<file path="src/looped_sample_voice_resampler_defines.svh">
// Assertion helpers; each expects clk and rst_n in scope.
`ifndef LOOPED_SAMPLE_VOICE_RESAMPLER_DEFINES_SVH
`define LOOPED_SAMPLE_VOICE_RESAMPLER_DEFINES_SVH

// Check the consequent in the same cycle.
`define LSVR_ASSERT_NOW(lbl, ante, cons, msg) \
  lbl: assert property (@(posedge clk) disable iff (!rst_n) (ante) |-> (cons)) \
    else $error(msg);

// Check the consequent in the next cycle.
`define LSVR_ASSERT_NEXT(lbl, ante, cons, msg) \
  lbl: assert property (@(posedge clk) disable iff (!rst_n) (ante) |=> (cons)) \
    else $error(msg);

`endif

</file>
<file path="src/lsvr_ram.sv">
`timescale 1ns / 1ps

module lsvr_ram #(
  parameter int WIDTH = 16,
  parameter int DEPTH = 256,
  localparam int AW = $clog2(DEPTH)
) (
  input  logic             clk,
  input  logic             we,
  input  logic [AW-1:0]    waddr,
  input  logic [WIDTH-1:0] wdata,
  input  logic [AW-1:0]    raddr,
  output logic [WIDTH-1:0] rdata
);

  logic [WIDTH-1:0] mem_r [DEPTH];
  logic [WIDTH-1:0] rdata_r;

  always_ff @(posedge clk) begin
    if (we) begin
      mem_r[waddr] <= wdata;
    end
    rdata_r <= mem_r[raddr];
  end

  assign rdata = rdata_r;

endmodule

</file>
<file path="config.mk">
export PLATFORM = sky130hd
export DESIGN_NAME = lsvr_ram
export DESIGN_NICKNAME = d
export VERILOG_FILES = /design/src/looped_sample_voice_resampler_defines.svh /design/src/lsvr_ram.sv
export SDC_FILE = /design/constraint.sdc
export NUM_CORES = 2
export LEC_CHECK = 0
export ABC_CLOCK_PERIOD_IN_PS = 4980
export BUFFER_PORTS_ARGS = -buffer_cell sky130_fd_sc_hd__buf_4
export CORE_MARGIN = 2
export CORE_UTILIZATION = 45
export CTS_CLUSTER_DIAMETER = 150
export DETAILED_ROUTE_END_ITERATION = 12
export MAX_ROUTING_LAYER = met4
export PLACE_DENSITY = 0.71
export SYNTH_ARGS = -nofsm -noshare
export SYNTH_HDL_FRONTEND = slang
export SYNTH_SLANG_ARGS = --single-unit
</file>
<file path="constraint.sdc">
create_clock -name clk -period 4.98 [get_ports clk]
set_input_delay 0.498 -clock clk [delete_from_list [all_inputs] [get_ports clk]]
set_output_delay 0.498 -clock clk [all_outputs]
set_load 0.02 [all_outputs]
</file>
==> flow_summary.yaml <==
drt:
  ant_nets: 0
  vias_per_cell: 6.27
  wl_um: 409000
  drc_errors: 0
  drt_iter0_markers: 12300
  wire_per_inst_um: 32.0
  firstDrtPassIters: 7
  vias: 80200
sta:
  final_hold_viol_count: 0
  maxSlewViolCount: 0
  rsz0062_at_grt: "no"
  setup_viol_count_final: 0
  fin_ws_ns: 1.47
  min_period_over_period_pct: 70.6
  max_freq_mhz: 285
  relSlewSlack_pct: 6.11
  clock_skew_ns: 0.0574
  period_needed_ns: 3.51
  final.setup.tns_ns: 0
  tightestPinTransition_ns: 1.41
outcome:
  outcome: "complete, no violations"
yosys:
  yosysSeqAreaShare_pct: 77.7
  ys_types: 52
  synth_area_mm2: 0.159
  synth_top_area_cell: "edfxtp_1"
  syn_inst: 7360
  syn_nets: 7394
  yosys.area.top_type_share_pct: 77.5
  yosys-top-cells-area: "edfxtp_1 (77%), mux4_2 (11%), mux2i_1 (3.6%), o221ai_1 (1.4%), nor2_1 (0.72%)"
  yosys_warnings: 0
  ys_ff_latch: 4112
  syn_avg_cell_area_um2: 21.6
clock_tree:
  numClockSinks: 4112
  ctsRootBufferMaster: "clkbuf_16"
  clk_path_buf_depth: 4
  cts_max_level: 5
  clock_latency_ns: 0.93
  tritoncts: "built"
  clkTransAtPathRegs_ns: 0.06
  cts_resized: 0
  cts_buffers: 394
floorplanning:
  placeableCoreArea_mm2: 0.352
  dieArea_mm2: 0.357
  row_count: 218
  die_w_um: 598
  start_util_pct: 45.1
  num_io_pins: 50
  fp.dieH_um: 598
place:
  numPortBuffers: 49
  place_ws_ns: 0.511
  dpl.cell_count: 12100
  gp_congestion: 0.919
  hpwl_um: 241000
power:
  ir_drop_v: 0.000288
  power_density_mw_per_mm2: 396
  p_leak_nw: 56.7
global_route:
  grt_max_degree: 177
  grt_pass1_wl_um: 581000
  grt_pass1_vias: 78400
  antenna_found_initial: 24
  overflow: 0
  grtUsageTotal_pct: 23.3
min_path:
  hold_path_class: "in -> reg"
setup_path:
  worstPathRequired_ns: 5.74
  cp_slowest_cell: "o32ai_1"
  path_max_fanout: 48
  path_common_cell: "buf_12"
  start_kind: "primary input"
  crit_path_max_incr_delay_ns: 0.93
  cp_cell_sequence: "buf_16 -> buf_12 -> buf_12 -> mux4_2 -> mux2_2 -> a22oi_1 -> nand2_1 -> o32ai_1 -> nor4_1"
  crit_buf_inv: 3
  end_kind: "flip-flop"
  cp.arrival_ns: 4.27
  crit_family: "compound AO/OA/AOI/OAI gates"
  worstSetupPathType: "in -> reg"
layout:
  layout-drive-gt1-share_pct: 24.6
  areaGrowthSynthToFinish_pct: 12.9
  fin_nets: 7863
  layoutNonFillerInstCount: 12800
  utilization_pct: 50.9
  nFillCells: 26900
flow_run:
  max_cap_viol_count: 0
[synth_stat cells, drive strengths merged]
cell type / number
nand2b: 3
and3: 11
nor2: 304
a21o: 2
or4b: 1
o32ai: 21
a22o: 32
o31ai: 16
nor2b: 9
or3b: 1
nor3b: 1
nand4b: 3
o22ai: 148
nand2: 38
clkbuf: 230
a2111oi: 6
nor4: 18
mux2i: 565
a221oi: 28
a22oi: 43
dfxtp: 16
nor3: 92
nand3: 35
a211oi: 18
or3: 2
mux4: 797
o21ai: 38
nor4bb: 2
mux2: 88
and4: 2
inv: 4
or2: 5
a31oi: 6
nand4: 26
o221ai: 253
and2: 2
nand3b: 1
buf: 222
edfxtp: 4096
a21oi: 175
[per-layer routing]
layer | vias up | GRT usage [%] | wire (um)
met5 | - | - | 0
met4 | 0 | 8.70 | 17000
met3 | 782 | 4.79 | 44500
met2 | 4933 | 35.7 | 195000
met1 | 42200 | 30.9 | 153000
li1 | 32200 | - | -
[power breakdown]
group | internal (mW) | total (mW) | switching (mW)
Sequential | 38.2 | 38.2 | 0.0771
Clock | 16.6 | 29.3 | 12.7
Combinational | 1.22 | 3.57 | 2.34
Total | 55.9 | 71.1 | 15.1
[kinds of logic after synthesis]
kind of cell | after synthesis | synth area share [%]
compound gates | 786 | 3.54
buf+inv | 456 | 1.69
flops | 4112 | 77.7
mux | 1450 | 15.5
simple gates | 556 | 1.57
[stage by stage]
step	hold slack, ns	cell area (um2)	power (mW)
floorplan	0.597	159000	40.8
global placement	0.962	167000	42.4
detailed placement	0.984	167000	42.5
CTS	0.0113	179000	71.3
global route	0.0373	179000	72.8
finish	0.0393	179000	71.1
[layout by cell type, fill, tap and decap left out, types with 31 or more instances in the layout]
master / synthesis / layout
a21oi_1: 175 / 175
o22ai_1: 148 / 148
bufinv_16: 0 / 32
nand2_1: 38 / 38
clkbuf_1: 230 / 94
a22oi_1: 43 / 43
clkinv_1: 0 / 77
nand3_1: 35 / 31
edfxtp_1: 4096 / 4096
nor2_1: 304 / 279
nor3_1: 92 / 90
mux2i_1: 565 / 565
o221ai_1: 252 / 252
a22o_1: 32 / 32
buf_12: 5 / 49
clkinv_2: 0 / 79
buf_4: 26 / 455
mux2_2: 88 / 88
mux4_2: 797 / 797
o21ai_0: 37 / 37
clkbuf_16: 0 / 400
[cell type report]
type	count	area, um2	share of cell area, %
Sequential cell	4112	123000	68.8
Multi-Input combinational cell	2792	32800	18.3
Clock buffer	502	10500	5.84
Tap cell	4620	5780	3.23
Timing Repair Buffer	525	4710	2.63
Clock inverter	221	2060	1.15
Antenna cell	18	45.0	0.0251
Inverter	4	27.5	0.0154
[final timing paths]
path / from / end / slack, ns / cells after the start
worst max-delay path: raddr[0] / rdata[8] / 1.47 / 9
worst min-delay path: wdata[2] / mem_r[21][2] / 0.04 / 1
worst max register to register: mem_r[58][7] / rdata[7] / 1.79 / 5
worst min register to register: mem_r[114][11] / rdata[11] / 1.11 / 5
[timing repair]
action	CTS	global route
hold buffers	1	0
setup buffers	0	0
hold endpoints to repair	16	0
[state kept, by name, summed over array words and instances, names as in the netlist]
register,cells
rdata,16
mem_r,4096
[worst register-to-register path, delay by kind of cell, from the launching register on]
family / cells / cell delay [ns]
AOI/OAI and AO/OA: 2 / 1.46
DFF: 1 / 0.38
muxes: 2 / 1.01
and+or+nand+nor: 1 / 0.15
No activity file was read; power rests on OpenSTA's default activity.
